### config.mk
export PLATFORM = sky130hd
export DESIGN_NAME = wcc_front
export DESIGN_NICKNAME = d
export VERILOG_FILES = /design/src/hw/rtl/wcc_pkg.sv /design/src/hw/rtl/wcc_front.sv
export SDC_FILE = /design/constraint.sdc
export NUM_CORES = 1
export LEC_CHECK = 0
export ABC_AREA = 1
export BUFFER_PORTS_ARGS = -buffer_cell sky130_fd_sc_hd__buf_2
export CORE_MARGIN = 1
export CORE_UTILIZATION = 30
export CTS_CLUSTER_SIZE = 12
export DETAILED_ROUTE_END_ITERATION = 8
export GPL_TIMING_DRIVEN = 0
export HOLD_SLACK_MARGIN = 0.12
export REMOVE_ABC_BUFFERS = 1
export SYNTH_ARGS = -nofsm -noshare
export SYNTH_HDL_FRONTEND = slang
export SYNTH_SLANG_ARGS = --single-unit
### constraint.sdc
create_clock -name clk_i -period 1.6 [get_ports clk_i]
set_input_delay 0.08 -clock clk_i [delete_from_list [all_inputs] [get_ports clk_i]]
set_output_delay 0.08 -clock clk_i [all_outputs]
set_load 0.01 [all_outputs]
### src/hw/rtl/wcc_pkg.sv
package wcc_pkg;

  localparam int unsigned NODE_SLOTS  = 1024;
  localparam int unsigned NODE_W      = $clog2(NODE_SLOTS);
  localparam int unsigned COUNT_W     = NODE_W + 1;
  localparam int unsigned QUEUE_DEPTH = 4;
  localparam int unsigned QPTR_W      = $clog2(QUEUE_DEPTH);

  localparam logic [COUNT_W-1:0] COUNT_RESET = COUNT_W'(NODE_SLOTS);

  typedef enum logic {
    KIND_EDGE  = 1'b0,
    KIND_QUERY = 1'b1
  } kind_e;

  typedef struct packed {
    kind_e             kind;
    logic [NODE_W-1:0] node_a;
    logic [NODE_W-1:0] node_b;
    logic              in_range;
  } item_t;

  typedef struct packed {
    logic init_busy;
  } back_status_t;

  typedef enum logic [4:0] {
    ST_INIT   = 5'b00001,
    ST_IDLE   = 5'b00010,
    ST_WALK_A = 5'b00100,
    ST_WALK_B = 5'b01000,
    ST_PUT    = 5'b10000
  } back_state_e;

endpackage

### src/hw/rtl/wcc_front.sv
module wcc_front
  import wcc_pkg::*;
(
  input  logic               clk_i,
  input  logic               rst_ni,
  input  logic               in_valid_i,
  output logic               in_stall_o,
  input  logic               kind_i,
  input  logic [NODE_W-1:0]  node_a_i,
  input  logic [NODE_W-1:0]  node_b_i,
  input  logic               cfg_valid_i,
  output logic               cfg_ready_o,
  input  logic [COUNT_W-1:0] cfg_data_i,
  input  back_status_t       back_status_i,
  input  logic               q_full_i,
  output logic               q_push_o,
  output item_t              q_item_o
);

  logic [COUNT_W-1:0] node_count_q, node_count_d;
  logic               a_ok, b_ok;

  assign cfg_ready_o  = 1'b1;
  assign node_count_d = (cfg_valid_i && cfg_ready_o) ? cfg_data_i : node_count_q;

  always_ff @(posedge clk_i or negedge rst_ni) begin
    if (!rst_ni) begin
      node_count_q <= COUNT_RESET;
    end else begin
      node_count_q <= node_count_d;
    end
  end

  assign a_ok = {1'b0, node_a_i} < node_count_q;
  assign b_ok = {1'b0, node_b_i} < node_count_q;

  assign in_stall_o = q_full_i | back_status_i.init_busy;

  always_comb begin
    q_item_o.kind     = kind_e'(kind_i);
    q_item_o.node_a   = node_a_i;
    q_item_o.node_b   = node_b_i;
    q_item_o.in_range = (kind_e'(kind_i) == KIND_QUERY) ? a_ok : (a_ok & b_ok);
  end

  // drop edges with an endpoint out of range
  assign q_push_o = in_valid_i & ~in_stall_o &
                    ((q_item_o.kind == KIND_QUERY) | q_item_o.in_range);

endmodule

## Yosys cells after proc, flatten, opt, wreduce, memory -nomap -nowiden

Cells that the tools add are included.
W data, S select, Z words.

- Output and inout port bits: 25
- Register bits after elaboration: 11
- Logic and storage cells: 10

- Bitwise operators: 6
- Magnitude comparators: 2
- Muxes and demuxes: 1

Operators with widths:

| kind | number |
|---|---|
| $lt A10 B11 Y1 | 2 |
| $and A1 B1 Y1 | 3 |
| $or A1 B1 Y1 | 2 |
| $mux W1 | 1 |
| $not A1 Y1 | 1 |

## Longest topological paths before layout

- Depth after elaboration: 5
- Depth in mapped cells: 11
- Gate-level depth less buffers: 11

## Least setup slack after synthesis

Ideal clock, no wire load.

- Kind: reg-to-output
- From: register node_count_q[6]
- To: output port q_push_o
- Cell stages (with the launch flop): 10
- Buffers on the path: 0
- Required time: 1.520 ns
- Data arrival time: 1.227 ns
- Path slack: 0.293 ns
- Cell sequence: dfrtp_1 -> inv_1 -> ha_1 -> a21oi_1 -> nand2_1 -> nand2_1 -> nand3_2 -> o21ai_1 -> nand2_1 -> inv_1

- Word-level cells in the longest chain between the ends: 5
- Elaborated cells on any way between the ends: 6

RTL lines:

| item | line | RTL |
|---|---|---|
| start: declaration | wcc_front.sv:20 | `logic [COUNT_W-1:0] node_count_q, node_count_d;` |
| start signal: assignment | wcc_front.sv:30 | `node_count_q <= node_count_d;` |
| $lt A10 B11 Y1, on equally long branches | wcc_front.sv:34, wcc_front.sv:35 |  |
| $and A1 B1 Y1 | wcc_front.sv:43 | `q_item_o.in_range = (kind_e'(kind_i) == KIND_QUERY) ? a_ok : (a_ok & b_ok);` |
| $mux W1 (*) | wcc_front.sv:43 |  |
| $or A1 B1 Y1 (*) | wcc_front.sv:48 | `((q_item_o.kind == KIND_QUERY) \| q_item_o.in_range);` |
| $and A1 B1 Y1 (*) | wcc_front.sv:47 | `assign q_push_o = in_valid_i & ~in_stall_o &` |
| end: declaration | wcc_front.sv:16 | `output logic q_push_o,` |

Mark *: on every way between the ends. The rest lies on a longest branch, timed or not.

## Worst setup path after layout

- From: register node_count_q[2]
- To: output port q_push_o

The elaborated chain is that of the path after synthesis.

==> flow_summary.yaml <==
route:
  drt_drc_violations_left: 0
  postRouteAntennaNets: 0
  met2_wirelength_mm: 1.01
  first_pass_iters: 4
  drt_wl_total_mm: 2.21
  wl_met3_um: 117
  initialDrtViolationCount: 13
  mean_routed_wirelength_per_cell_um: 8.57
  route.top_layer_used: "met4"
  wirelength_met1_mm: 1.07
  detail_route.vias_per_cell: 4.06
  routed-via-count: 1048
floorplanning:
  core_region_area_mm2: 0.00344
  start_util_pct: 32.2
  die-area_mm2: 0.00394
  chipWidth_um: 62.8
  die_height_um: 62.8
  rows: 21
  floorplan.io_pins: 63
sta:
  timing.final.max_slew_violations: 0
  setup_viol: 2
  fin_worst_skew_ns: 0
  layout_min_cycle_time_ns: 1.68
  finalWorstSetupSlack_ns: -0.0844
  achievable-frequency_mhz: 594
  rsz0062_at_grt: "true"
  layout_worst_path_cycle_share_pct: 105
  tightest_hold_margin_ns: 0.233
  finalHoldViolCount: 0
outcome:
  failed_checks: "negative setup slack"
  status: "complete, but fails checks"
place:
  numPlacedInstances: 239
  detailed_place.area_mm2: 0.00130
  gp_congestion: 0.748
  io_buffers: 61
  minimum_setup_slack_after_placement_ns: 0.0724
  dpl.hpwl_mm: 1.75
yosys:
  ranking_of_synthesized_cells_by_area: "dfrtp_1 (23%), ha_1 (20%), buf_4 (15%)"
  cells_after_synthesis: 156
  synth_seq_area_share_pct: 25.0
  ys.warnings.count: 0
  ys_seq_elements: 11
  yosysUniqueCellTypes: 18
  postSynthAreaPerCell_um2: 7.10
  synth_largest_area_cell: "dfrtp_1"
  synth_area_mm2: 0.00111
  synth_top_area_share_pct: 22.6
min_path:
  hold_class: "input pin to register"
finish:
  final_cells: 258
  final_standard_cell_utilization_of_the_core_pct: 46.1
  final_cell_area_mm2: 0.00159
  finalNetCount: 269
  biggestRegsByFlops: "node_count_q x11"
  layout-drive-gt1-share_pct: 42.9
  flip_flop_count_of_the_largest_register_after_layout: 11
  insertedDiodeCount: 0
  max_flop_register: "node_count_q"
  areaGrowthSynthToFinish_pct: 43.4
flow_run:
  drv.max_cap_violation_count: 0
global_route:
  global_route.overflow_total: 0
  gr-usage-all-layers_pct: 11.3
  grt_antenna_before_repair: 0
  grt_pass1_vias: 892
  grt_start_max_net_pins: 23
  grt_first_pass_wirelength_mm: 3.52
clock_network:
  cts_made_buffers: 3
  clk_pin_slew_ns: 0.05
  buffers_from_clock_root_to_sink_at_most: 2
  numClockSinks: 11
  worst_skew_pair.late_latency_ns: 0.23
  cts.root.buffer_cell: "clkbuf_8"
  number_of_h_tree_levels: 1
  cts_tree: "yes"
power:
  power_per_cell_area_mw_per_mm2: 611
  peakVddDrop_v: 0.000340
  leakage_uw: 0.000902
critical_path:
  worstSetupEndpointType: "primary output"
  peak_fanout_along_the_critical_path: 3
  worst_ep_arrival_time_ns: 1.60
  cp_data_required_time_ns: 1.52
  start_kind: "register"
  critPathKind: "register to primary output"
[cell type report]
cell class | instances | area, µm²
well taps | 46 | 57.6
clock buffers | 4 | 45.0
multi-input cells | 92 | 652
repair buffers | 76 | 448
inverters | 29 | 109
flip-flops and latches | 11 | 277
fillers | 380 | 1850
[worst paths after layout]
kind                                   from          endpoint  slack, ns  cells past startpoint
setup / recovery            node_count_q[2]          q_push_o      -0.08                     12
hold / removal                  cfg_valid_i  node_count_q[10]       0.23                      3
setup reg to reg           node_count_q[10]  node_count_q[10]       0.77                      2
hold reg to reg             node_count_q[5]   node_count_q[5]       0.54                      2
max in group asynchronous            rst_ni  node_count_q[10]       1.08                      2
min in group asynchronous            rst_ni   node_count_q[3]       0.25                      2
[critical path, stage by stage (launching register included)]
cell and delay [ns]:
dfrtp_1 0.37, inv_2 0.10, ha_4 0.21, nand2_1 0.05
inv_1 0.04, nand2_1 0.05, nand2_1 0.06, nand2_1 0.08
nand3_2 0.08, o21ai_2 0.13, nand2_1 0.05, inv_1 0.04
buf_2 0.11
[routing by layer]
| metal | track usage [%] | up-vias |
|---|---|---|
| met3 | 1.09 | 2 |
| met1 | 13.6 | 434 |
| met4 | 4.36 | 0 |
| li1 | - | 570 |
| met2 | 20.4 | 42 |
| met5 | 0 | - |
[timing repair]
action / 4_1_cts / 5_1_grt
endpoints found under the setup margin: 2 / 2
endpoints found under the hold margin: 22 / 0
buffers inserted: 3 / 0
pin swaps: 4 / 4
hold buffers: 12 / 0
gates resized for setup: 16 / 4
[cells in the mapped netlist]
cell / instances
a21boi_2: 1
a21oi_1: 6
buf_4: 22
clkbuf_1: 2
conb_1: 1
dfrtp_1: 10
dfstp_2: 1
ha_1: 18
inv_1: 28
inv_2: 1
nand2_1: 40
nand3_1: 1
nand3_2: 1
nand4_1: 2
nor2_1: 8
o21ai_0: 12
o21ai_1: 1
or2_2: 1
[through the flow]
step / total power [µW] / TNS (ns)
global route: 1060 / -0.407
finish: 970 / -0.146
global placement: 629 / 0
floorplan: 485 / 0
detailed placement: 634 / 0
CTS: 981 / -0.136
[power by group]
group | leakage [µW] | switching, µW | internal, µW | total, µW
Clock | 0.0000228 | 95.5 | 174 | 270
Combinational | 0.000748 | 196 | 188 | 384
Sequential | 0.000132 | 11.2 | 306 | 317
[kinds of logic after synthesis]
family / Yosys count / share of synthesized area [%]
other: 1 / 0.339
adder cells (fa/ha/maj): 18 / 20.3
flip-flops: 11 / 25.0
AND/OR/NAND/NOR: 53 / 19.3
AO/OA/AOI/OAI: 20 / 9.60
buffers and inverters: 53 / 25.4
[cells in the final DEF (no fill, tap or decap), drive strengths merged]
cell type and instances:
dfstp 1, nand3 2, buf 64, nand2 40, nor2 8, ha 18, nand4 2, inv 29
dfrtp 10, or2 1, clkbuf 4, conb 1, a21boi 1, dlygate4sd3 12, o21ai 13, a21oi 6
No activity file was read; power rests on OpenSTA's default activity.
