$ cat src/hw/rtl/wcc_pkg.sv
package wcc_pkg;

  localparam int unsigned NODE_SLOTS  = 1024;
  localparam int unsigned NODE_W      = $clog2(NODE_SLOTS);
  localparam int unsigned COUNT_W     = NODE_W + 1;
  localparam int unsigned QUEUE_DEPTH = 4;
  localparam int unsigned QPTR_W      = $clog2(QUEUE_DEPTH);

  localparam logic [COUNT_W-1:0] COUNT_RESET = COUNT_W'(NODE_SLOTS);

  typedef enum logic {
    KIND_EDGE  = 1'b0,
    KIND_QUERY = 1'b1
  } kind_e;

  typedef struct packed {
    kind_e             kind;
    logic [NODE_W-1:0] node_a;
    logic [NODE_W-1:0] node_b;
    logic              in_range;
  } item_t;

  typedef struct packed {
    logic init_busy;
  } back_status_t;

  typedef enum logic [4:0] {
    ST_INIT   = 5'b00001,
    ST_IDLE   = 5'b00010,
    ST_WALK_A = 5'b00100,
    ST_WALK_B = 5'b01000,
    ST_PUT    = 5'b10000
  } back_state_e;

endpackage

$ cat src/hw/rtl/wcc_queue.sv
module wcc_queue
  import wcc_pkg::*;
(
  input  logic  clk_i,
  input  logic  rst_ni,
  input  logic  push_i,
  input  item_t item_i,
  input  logic  pop_i,
  output item_t item_o,
  output logic  full_o,
  output logic  empty_o
);

  item_t             slot_q [QUEUE_DEPTH];
  logic [QPTR_W-1:0] wr_ptr_q, rd_ptr_q;
  logic [QPTR_W:0]   count_q, count_d;

  assign full_o  = count_q == (QPTR_W+1)'(QUEUE_DEPTH);
  assign empty_o = count_q == '0;
  assign item_o  = slot_q[rd_ptr_q];

  always_comb begin
    count_d = count_q;
    priority if (push_i && !pop_i) begin
      count_d = count_q + 1'b1;
    end else if (pop_i && !push_i) begin
      count_d = count_q - 1'b1;
    end else begin
      count_d = count_q;
    end
  end

  always_ff @(posedge clk_i or negedge rst_ni) begin
    if (!rst_ni) begin
      wr_ptr_q <= '0;
      rd_ptr_q <= '0;
      count_q  <= '0;
    end else begin
      if (push_i) begin
        wr_ptr_q <= wr_ptr_q + 1'b1;
      end
      if (pop_i) begin
        rd_ptr_q <= rd_ptr_q + 1'b1;
      end
      count_q <= count_d;
    end
  end

  always_ff @(posedge clk_i) begin
    if (push_i) begin
      slot_q[wr_ptr_q] <= item_i;
    end
  end

endmodule

$ cat config.mk
export PLATFORM = sky130hd
export DESIGN_NAME = wcc_queue
export DESIGN_NICKNAME = d
export VERILOG_FILES = /design/src/hw/rtl/wcc_pkg.sv /design/src/hw/rtl/wcc_queue.sv
export SDC_FILE = /design/constraint.sdc
export NUM_CORES = 1
export LEC_CHECK = 0
export ABC_AREA = 0
export BUFFER_PORTS_ARGS = -buffer_cell sky130_fd_sc_hd__buf_2
export CORE_AREA = 8 8 103 82
export CTS_BUF_LIST = sky130_fd_sc_hd__clkbuf_16
export DETAILED_ROUTE_END_ITERATION = 10
export DIE_AREA = 0 0 111 90
export PLACE_DENSITY = 0.75
export SYNTH_ARGS = -nofsm -noshare
export SYNTH_HDL_FRONTEND = slang
export SYNTH_SLANG_ARGS = --single-unit
$ cat constraint.sdc
create_clock -name clk_i -period 2.81 [get_ports clk_i]
set_input_delay 0.281 -clock clk_i [delete_from_list [all_inputs] [get_ports clk_i]]
set_output_delay 0.281 -clock clk_i [all_outputs]
set_load 0.02 [all_outputs]
* Word level (Yosys, flattened, before mapping)
Memories as Yosys holds them, arrays and structs flattened.
Index checks and enable logic that the tools add are counted.
** Operators by class
- Multiply operators :: 0
- Shifts and indexed selects :: 0
- Bitwise logic cells :: 0
- Reductions and logical operators :: 6
- Div/mod/pow operators :: 0
- Add/sub/neg operators :: 4
- Magnitude comparators :: 0
- Equal/unequal tests :: 1
- Muxes and demuxes :: 4
** Operator list (count)
- 3-bit two-way mux :: 2
- 2-bit by 1-bit adder with 2-bit output, second input constant :: 2
- 3-bit by 1-bit adder with 3-bit output, second input constant :: 1
- 3-bit == test, second input constant :: 1
- 3-bit zero test :: 1
- 3-bit by 1-bit subtractor with 3-bit output, second input constant :: 1
- 1-bit logical AND :: 2
- 1-bit zero test :: 2
- 1-bit two-way mux :: 2
- 2-bit nonzero test :: 1
** Word-level totals
- Output and inout bits :: 24
- Input port bits :: 26
- Latch bits :: 0
- Word-level logic and storage cells :: 19
- Memories kept :: 1
- Flip-flop bits (word level) :: 7
- Memory bits (writable) :: 88
- Memory bits (read-only) :: 0
** Memory list
- slot_q :: depth 4, bits a word 22, read ports 1, clocked after Yosys merged registers in 0, wr ports 1, RTL line wcc_queue.sv:14 : item_t slot_q [QUEUE_DEPTH];

* Depth between registers and ports, before layout
Gate-level depths: netlist of run 1.
- Word-level depth :: 4
- Depth in mapped cells :: 7
- Gate-level depth less buffers :: 7

* Least setup slack after synthesis of run 1
Ideal clock, no wire load.
- Path type :: register -> register
- Start point :: reg wr_ptr_q[0]
- End point :: mem slot_q[0][0] (netlist bit), enable pin
- Arrival :: 1186 ps
- Path slack :: 1243 ps
- Setup time :: 381 ps
- Path buffers :: 0
- Required time :: 2429 ps
- Stages on the path, launching flop included :: 4
- Cells stage by stage :: dfrtp_1 inv_1 ha_1 and2_1
** RTL lines
- from (decl) :: RTL line wcc_queue.sv:15 : logic [QPTR_W-1:0] wr_ptr_q, rd_ptr_q;
- from (signal assigned) :: RTL line wcc_queue.sv:40 : wr_ptr_q <= wr_ptr_q + 1'b1;
- to (decl) :: RTL line wcc_queue.sv:14
Straight into the memory's write port.

==> results of run 1 <==
[routing by layer]
layer,GRT usage (%),vias to the layer above
li1,-,737
met1,14.2,811
met2,19.3,49
met3,6.24,5
met4,4.04,0
met5,0,-
[per-stage QoR]
stage,hold WS (ns),instance area (um2)
floorplan,-0.0146,3600
global placement,0.124,3950
detailed placement,0.126,3950
CTS,0.154,4260
global route,0.157,4260
finish,0.162,4260
[placed cells by master (no fill, tap or decap), drive strengths merged, types with 4 or more instances in the layout]
cell | Yosys | routed
inv | 4 | 4
buf | 5 | 56
clkbuf | 0 | 9
and2 | 4 | 4
dfrtp | 7 | 7
ha | 5 | 5
mux4 | 22 | 22
edfxtp | 88 | 88
xor2 | 4 | 4
[sequential cells by signal, summed over array words and instances, names as in the netlist]
register,cells
wr_ptr_q,2
count_q,3
rd_ptr_q,2
slot_q,88
[worst max-delay path, cell delays in order, from the launching register on]
cell     delay [ns]
dfrtp_1        0.34
buf_4          0.31
mux4_1         0.63
buf_2          0.18
[layout make-up]
type,count,area [um2],area share (%)
flip-flops and latches,95,2820,66.2
well taps,87,109,2.56
inverters,4,15.0,0.353
clock buffers,9,225,5.29
multi-input cells,45,711,16.7
clock inverters,4,73.8,1.73
repair buffers,57,308,7.23
[synth_stat cells]
cell type	count
edfxtp_1	88
buf_12	2
nor3_1	1
and2_1	4
mux2_2	1
o21ai_0	1
nor3b_1	1
buf_2	2
xnor2_1	2
buf_6	1
inv_1	4
dfrtp_1	7
nor2_1	1
ha_1	5
nand2_1	2
mux4_2	18
mux4_1	4
xor2_1	4
fa_1	1
[worst max path at each step]
| stage | start | to | slack (ns) | depth (start not counted) |
|---|---|---|---|---|
| after CTS | rd_ptr_q[0]$_DFFE_PN0P_ | item_o[21] | 0.72 | 3 |
| after global placement | rd_ptr_q[0]$_DFFE_PN0P_ | item_o[21] | 1.07 | 3 |
| after global routing | rd_ptr_q[0]$_DFFE_PN0P_ | item_o[21] | 0.64 | 3 |
| after floorplan | wr_ptr_q[0]$_DFFE_PN0P_ | slot_q[0][0]$_DFFE_PP_ | 1.24 | 3 |
| final | rd_ptr_q[0]$_DFFE_PN0P_ | item_o[21] | 0.74 | 3 |
| after detailed placement | wr_ptr_q[0]$_DFFE_PN0P_ | slot_q[2][14]$_DFFE_PP_ | 1.06 | 4 |
[power by group through the flow]
stage                     logic (mW)  clock network (mW)  registers, mW
after detailed placement        1.42                   0           2.02
final                           1.38                1.21           1.99
after global routing            1.50                1.29           2.01
after floorplan                 1.07                   0           1.96
after CTS                       1.42                1.24           1.99
after global placement          1.40                   0           2.00
[cell families after synthesis]
group | after synthesis
DFF | 95
muxes | 23
buffers and inverters | 9
and+or+nand+nor | 9
xor gates and xnor gates | 6
adders and majority gates | 6
AOI/OAI and AO/OA | 1
==> reports/metrics.yaml, run 1 <==
yosys_warnings: 0
r2r_slack_ns: 1.08
row_count: 27
vias: 1602
grt_pass1_vias: 1799
clockRootBuffer: "clkbuf_16"
synthMuxAreaShare_pct: 14.5
timing.critical_path.from_type: "flop"
power.total_mw: 4.59
p_seq_share_pct: 43.3
powerDensity_nw_per_um2: 1080
io_buffers: 49
leakage_nw: 1.54
layout-drive-gt1-share_pct: 41.1
grt.overflow.total: 0
whs_endpoint: "slot_q[2][2]$_DFFE_PP_"
coreArea_um2: 6930
fmax_mhz: 484
critPathCaptureType: "output pin"
io_pins: 50
diodes: 0
synth_top_family_by_area: "multiplexers"
sw_frac_of_total_pct: 29.8
synth_xor_area_share_pct: 1.46
cts_max_level: 3
finalNonFillerCells: 301
finish.utilization_pct: 61.5
r2r-start: "wr_ptr_q[0]$_DFFE_PN0P_"
drv_cap: 0
wl_met2_um: 2900
crit_arrival_ns: 1.79
synth_seq_area_share_pct: 78.2
synth-compound-area-share_pct: 0.139
syn_area_um2: 3600
worst_pin_slew_ns: 0.571
clock-skew-final_ns: 0.00698
p_int_mw: 3.22
clkSlewWorstSetupHoldPaths_ns: 0.06
cts_tree: "done"
hp-start: "item_i[2]"
r2r_end: "slot_q[2][18]$_DFFE_PP_"
drc: 0
grtUsageTotal_pct: 12.2
ys_types: 19
ys_ff_latch: 95
die_h_um: 90
synthAdderAreaFrac_pct: 2.29
drt_wl_total_um: 5930
final-max-slew-violation-count: 0
syn_nets: 181
cts-buffers-inserted: 9
post-place-ws_ns: 1.06
p_clk_share_pct: 26.5
slew-limit-headroom_pct: 62.0
synth_top_cell_by_area: "edfxtp_1"
insertion_delay_ns: 0.33
die_x_um: 111
final_hold_viol_count: 0
vias_per_cell: 5.32
grt_first_pass_wirelength_um: 9290
place_congestion: 0.730
initial_core_util_pct: 52.1
wl_met1_um: 2550
cts_resized: 0
nets: 244
setup_tns_ns: 0
holdBufCountCts: 1
dieArea_um2: 9990
antenna_found_initial: 0
cts_buffer_depth: 2
min_path_cells: 1
met3WireLength_um: 412
maxUsedRoutingLayer: "met4"
hp-class: "in -> reg"
dp_cells: 287
clock_sinks: 95
wl_per_cell_um: 19.7
grt_setup_unrepaired: "no"
outcome: "complete, no violations"
grt_start_max_net_pins: 19
min_period_ns: 2.07
drt_iter0_drc: 78
p_comb_share_pct: 30.2
drt-pass1-iter-count: 4
cp_data_required_time_ns: 2.53
synth_top_area_share_pct: 73.3
ff2ff_path_depth: 4
synth_area_per_cell_um2: 24.2
synth_top_cells_by_area: "edfxtp_1 73%, mux4_2 11%, dfrtp_1 4.9%"
synthCells: 149
final.period_utilization_pct: 73.6
areaGrowthSynthToFinish_pct: 18.2
setup_viol: 0
ant_nets: 0
n_fill_cell: 482
p_sw_mw: 1.36
synthSimpleGateAreaFrac_pct: 1.35
irDropWorstVdd_v: 0.000468
crit_type: "reg -> out"
critPathMaxFanout: 16
setup_ws_ns: 0.742
post_cts_buffers: 0
(Power assumes the default switching activity.)
==> run 2: changes to the inputs <==
Clock period 2.81 ns to 2.05 ns, I/O delays scaled along.
==> reports/metrics.yaml, run 2 (synthesized netlist as in run 1, its figures left out) <==
outcome: "complete, no violations"  # unchanged
slew-limit-headroom_pct: 82.0  # was 62.0%
insertion_delay_ns: 0.33  # about the same
cts_tree: "done"  # unchanged
largest_reg_flops: 88  # unchanged
fmax_mhz: 530
dieArea_um2: 9990  # unchanged
drt_iter0_drc: 59  # was 78
crit_type: "reg -> out"  # unchanged
final_common_cell: "edfxtp_1"  # unchanged
cts-buffers-inserted: 9  # unchanged
ff2ff_path_depth: 4  # unchanged
final-max-slew-violation-count: 0  # unchanged
holdWs_ns: 0.0845  # was 0.162 ns
die_x_um: 111  # unchanged
clock_sinks: 95  # unchanged
r2r-start: "wr_ptr_q[0]$_DFFE_PN0P_"  # unchanged
post_cts_buffers: 0  # unchanged
cp_data_required_time_ns: 1.85  # was 2.53 ns
cts_resized: 0  # unchanged
final_cell_mix: "88 x edfxtp_1, 49 x buf_2, 18 x mux4_2, 9 x clkbuf_16, 9 x buf_4"  # was 88 x edfxtp_1, 49 x buf_2, 18 x mux4_2, 9 x clkbuf_16
clkSlewWorstSetupHoldPaths_ns: 0.06  # about the same
die_h_um: 90  # unchanged
crit_chain: "buf_12, mux4_1, buf_2"  # was buf_4, mux4_1, buf_2
crit_slowest_cell: "mux4_1"  # unchanged
grt_pass1_vias: 1790  # was 1799
hp-class: "in -> reg"  # unchanged
post-place-ws_ns: 0.498  # was 1.06 ns
largestRegisters: "slot_q (88), count_q (3)"  # unchanged
areaGrowthSynthToFinish_pct: 21.6  # was 18.2%
place_congestion: 0.656  # was 0.730
wl_per_cell_um: 19.1  # was 19.7 um
grt_setup_unrepaired: "no"  # unchanged
final.period_utilization_pct: 92.1
initial_core_util_pct: 52.1  # unchanged
irDropWorstVdd_v: 0.000953  # was 0.000468 V
setup_ws_ns: 0.163  # was 0.742 ns
multi_input_area_um2: 711  # unchanged
hp-start: "item_i[4]"  # was item_i[2]
vias_per_cell: 5.32  # about the same
io_buffers: 49  # unchanged
critPathMaxStageDelay_ns: 0.58  # was 0.63 ns
io_pins: 50  # unchanged
antenna_found_initial: 0  # unchanged
ant_nets: 0  # unchanged
nets: 248  # was 244
setup.worst_path.start: "rd_ptr_q[0]$_DFFE_PN0P_"  # unchanged
cts_max_level: 3  # unchanged
critPathMaxFanout: 16  # unchanged
leakage_nw: 1.60  # was 1.54 nW
finish.utilization_pct: 63.3  # was 61.5%
cts_buffer_depth: 2  # unchanged
post-dp-hpwl_um: 3980
drc: 0  # unchanged
diodes: 0  # unchanged
setup_viol: 0  # unchanged
layout-drive-gt1-share_pct: 43.0  # was 41.1%
grt_start_max_net_pins: 20  # was 19
grt_first_pass_wirelength_um: 9300  # was 9290 um
n_fill_cell: 481  # was 482
drv_cap: 0  # unchanged
setup_tns_ns: 0  # unchanged
grt.overflow.total: 0  # unchanged
clock-skew-final_ns: 0.00378  # was 0.00698 ns
powerDensity_nw_per_um2: 1530  # was 1080 nW/um2
timing.critical_path.from_type: "flop"  # unchanged
regArea_um2: 2820  # unchanged
row_count: 27  # unchanged
clockRootBuffer: "clkbuf_16"  # unchanged
final_hold_viol_count: 0  # unchanged
critPathCaptureType: "output pin"  # unchanged
min_path_cells: 1  # unchanged
min_period_ns: 1.89
crit_arrival_ns: 1.68  # was 1.79 ns
vias: 1640  # was 1602
coreArea_um2: 6930  # unchanged
drt_wl_total_um: 5880  # was 5930 um
power.total_mw: 6.69  # was 4.59 mW
top_register: "slot_q"  # unchanged
drt-pass1-iter-count: 5  # was 4
worst_pin_slew_ns: 0.271  # was 0.571 ns
grtUsageTotal_pct: 12.2  # about the same
## run 2: report_power, final
part / total [mW] / switching [mW] / leakage (nW) / internal (mW)
Sequential: 2.69 / 0.134 / 0.890 / 2.55
Clock: 1.97 / 0.653 / 0.180 / 1.32
Combinational: 2.03 / 1.14 / 0.532 / 0.889
Total: 6.69 / 1.93 / 1.60 / 4.76
## run 2: cell type report
type                    count  share of cell area, %
flip-flops and latches     95                   64.3
clock buffers               9                   5.14
inverters                   4                  0.343
repair buffers             61                   8.28
clock inverters             7                   3.25
multi-input cells          45                   16.2
well taps                  87                   2.48
## run 2: timing repair
action,CTS,global route
endpoints found under the hold margin,7,0
hold buffers,1,0
endpoints found under the setup margin,0,0
## run 2: worst max-delay path: cells and delay by family, from the launching register on
family                 cells  cell delay [ns]
multiplexers               1             0.58
flip-flops                 1             0.39
buffers and inverters      2             0.37
## run 2: worst paths after layout
check	to	slack [ns]
worst min-delay path	slot_q[3][4]$_DFFE_PP_	0.08
worst min register to register	count_q[2]$_DFFE_PN0P_	0.51
worst max register to register	slot_q[0][15]$_DFFE_PP_	0.58
min in group asynchronous	count_q[1]$_DFFE_PN0P_	0.24
max in group asynchronous	rd_ptr_q[1]$_DFFE_PN0P_	1.65
worst max-delay path	item_o[18]	0.16
## run 2: layer usage
| layer | track usage (%) | vias to the layer above | wire, um |
|---|---|---|---|
| met5 | 0 | - | 0 |
| met4 | 5.72 | 0 | 61 |
| met2 | 19.0 | 48 | 2890 |
| met1 | 15.0 | 842 | 2630 |
| met3 | 4.45 | 6 | 295 |
| li1 | - | 744 | - |
## run 2: metrics by stage
stage / cells / instance area [um2]
detailed placement: 291 / 4010
CTS: 308 / 4380
floorplan: 149 / 3600
global placement: 291 / 4010
global route: 308 / 4380
finish: 308 / 4380
==> run 3: changes to the inputs <==
Clock period 2.05 ns to 2.3 ns, I/O delays scaled along.
==> reports/metrics.yaml, run 3 (synthesized netlist as in run 1, its figures left out) <==
outcome: "complete, no violations"  # unchanged
row_count: 27  # unchanged
setup_tns_ns: 0  # unchanged
crit_chain: "buf_4, mux4_2, buf_2"  # was buf_12, mux4_1, buf_2
min_period_ns: 2.05
p_seq_share_pct: 44.6  # was 40.2%
powerDensity_nw_per_um2: 1280  # was 1530 nW/um2
drt-pass1-iter-count: 4  # was 5
die_x_um: 111  # unchanged
largest_reg_flops: 88  # unchanged
grt_first_pass_wirelength_um: 9270  # was 9300 um
cts_buffer_depth: 2  # unchanged
insertion_delay_ns: 0.33  # about the same
cts-buffers-inserted: 9  # unchanged
vias: 1602  # was 1640
setup_ws_ns: 0.251  # was 0.163 ns
worst_pin_slew_ns: 0.494  # was 0.271 ns
post-place-ws_ns: 0.587  # was 0.498 ns
initial_core_util_pct: 52.1  # unchanged
cp_data_required_time_ns: 2.07  # was 1.85 ns
p_sw_mw: 1.70  # was 1.93 mW
nets: 246  # was 248
p_comb_share_pct: 31.7  # was 30.4%
post_cts_buffers: 0  # unchanged
regArea_um2: 2820  # unchanged
finish.utilization_pct: 61.4  # was 63.3%
clockRootBuffer: "clkbuf_16"  # unchanged
leakage_nw: 1.54  # was 1.60 nW
final_hold_viol_count: 0  # unchanged
cts_max_level: 3  # unchanged
final_common_cell: "edfxtp_1"  # unchanged
p_clk_share_pct: 23.7  # was 29.5%
coreArea_um2: 6930  # unchanged
hp-class: "in -> reg"  # unchanged
drt_wl_total_um: 5930  # was 5880 um
drt_iter0_drc: 89  # was 59
hp-start: "item_i[0]"  # was item_i[4]
grt_pass1_vias: 1732  # was 1790
cts_tree: "done"  # unchanged
dieArea_um2: 9990  # unchanged
grtUsageTotal_pct: 12.0  # was 12.2%
final_cell_mix: "88 x edfxtp_1, 49 x buf_2, 18 x mux4_2, 9 x clkbuf_16, 8 x buf_4"  # was 88 x edfxtp_1, 49 x buf_2, 18 x mux4_2, 9 x clkbuf_16, 9 x buf_4
clock-skew-final_ns: 0.00555  # was 0.00378 ns
fmax_mhz: 488
multi_input_area_um2: 711  # unchanged
grt_start_max_net_pins: 20  # unchanged
clock_sinks: 95  # unchanged
die_h_um: 90  # unchanged
critPathMaxFanout: 13  # was 16
slew-limit-headroom_pct: 67.1  # was 82.0%
vias_per_cell: 5.24  # was 5.32
crit_arrival_ns: 1.82  # was 1.68 ns
grt_setup_unrepaired: "no"  # unchanged
setup.worst_path.start: "rd_ptr_q[1]$_DFFE_PN0P_"  # was rd_ptr_q[0]$_DFFE_PN0P_
drc: 0  # unchanged
crit_type: "reg -> out"  # unchanged
sw_frac_of_total_pct: 31.2  # was 28.8%
diodes: 0  # unchanged
top_register: "slot_q"  # unchanged
clkSlewWorstSetupHoldPaths_ns: 0.06  # about the same
place_congestion: 0.688  # was 0.656
drv_cap: 0  # unchanged
antenna_found_initial: 0  # unchanged
io_pins: 50  # unchanged
critPathCaptureType: "output pin"  # unchanged
wl_per_cell_um: 19.4  # was 19.1 um
areaGrowthSynthToFinish_pct: 18.0  # was 21.6%
final-max-slew-violation-count: 0  # unchanged
setup_viol: 0  # unchanged
grt.overflow.total: 0  # unchanged
post-dp-hpwl_um: 4050  # was 3980 um
layout-drive-gt1-share_pct: 41.1  # was 43.0%
critPathMaxStageDelay_ns: 0.65  # was 0.58 ns
io_buffers: 49  # unchanged
r2r-start: "wr_ptr_q[0]$_DFFE_PN0P_"  # unchanged
p_int_mw: 3.75  # was 4.76 mW
final.period_utilization_pct: 89.1
irDropWorstVdd_v: 0.000803  # was 0.000953 V
crit_slowest_cell: "dfrtp_1"  # was mux4_1
timing.critical_path.from_type: "flop"  # unchanged
ant_nets: 0  # unchanged
largestRegisters: "slot_q (88), count_q (3)"  # unchanged
n_fill_cell: 466  # was 481
run 3: area by class of cell:
class / instances / area share, %
flip-flops and latches: 95 / 66.3
multi-input cells: 45 / 16.7
repair buffers: 59 / 7.88
clock buffers: 9 / 5.30
well taps: 87 / 2.56
clock inverters: 7 / 0.941
inverters: 4 / 0.353
run 3: power by group through the flow:
stage,clock network [mW],logic (mW),registers [mW]
floorplan,0,1.31,2.40
global placement,0,1.74,2.45
detailed placement,0,1.76,2.47
CTS,1.33,1.77,2.43
global route,1.39,1.86,2.46
finish,1.29,1.72,2.43
run 3: final timing paths:
kind	end	cells past startpoint	slack, ns
setup / recovery	item_o[12]	3	0.25
hold reg to reg	count_q[2]$_DFFE_PN0P_	1	0.49
max in group asynchronous	wr_ptr_q[0]$_DFFE_PN0P_	2	1.88
setup reg to reg	slot_q[0][2]$_DFFE_PP_	4	0.73
min in group asynchronous	count_q[2]$_DFFE_PN0P_	2	0.26
hold / removal	slot_q[1][0]$_DFFE_PP_	1	0.12
run 3: worst max-delay path: cells and delay by family (launching register included):
family   cells  cell delay (ns)
mux          1             0.33
buf+inv      2             0.51
flops        1             0.65
run 3: per-layer routing:
layer / wire length [um] / vias to the layer above / global-route usage (%)
met5: 0 / - / 0
met4: 21 / 0 / 1.68
met3: 419 / 2 / 6.11
met2: 2830 / 47 / 18.8
met1: 2660 / 814 / 14.9
li1: - / 739 / -
run 3: per-stage QoR:
stage                     instances  cell area, um2  power (mW)  hold slack (ns)
after floorplan                 149            3600        3.71          -0.0656
after global placement          289            3980        4.19           0.0750
after detailed placement        289            3980        4.22           0.0764
after CTS                       306            4250        5.53            0.103
after global routing            306            4250        5.71            0.105
final                           306            4250        5.44            0.115
run 3: repair_timing:
| action | CTS | global route |
|---|---|---|
| hold buffers | 1 | 0 |
| resized for setup | 0 | 0 |
| hold endpoints to repair | 7 | 0 |
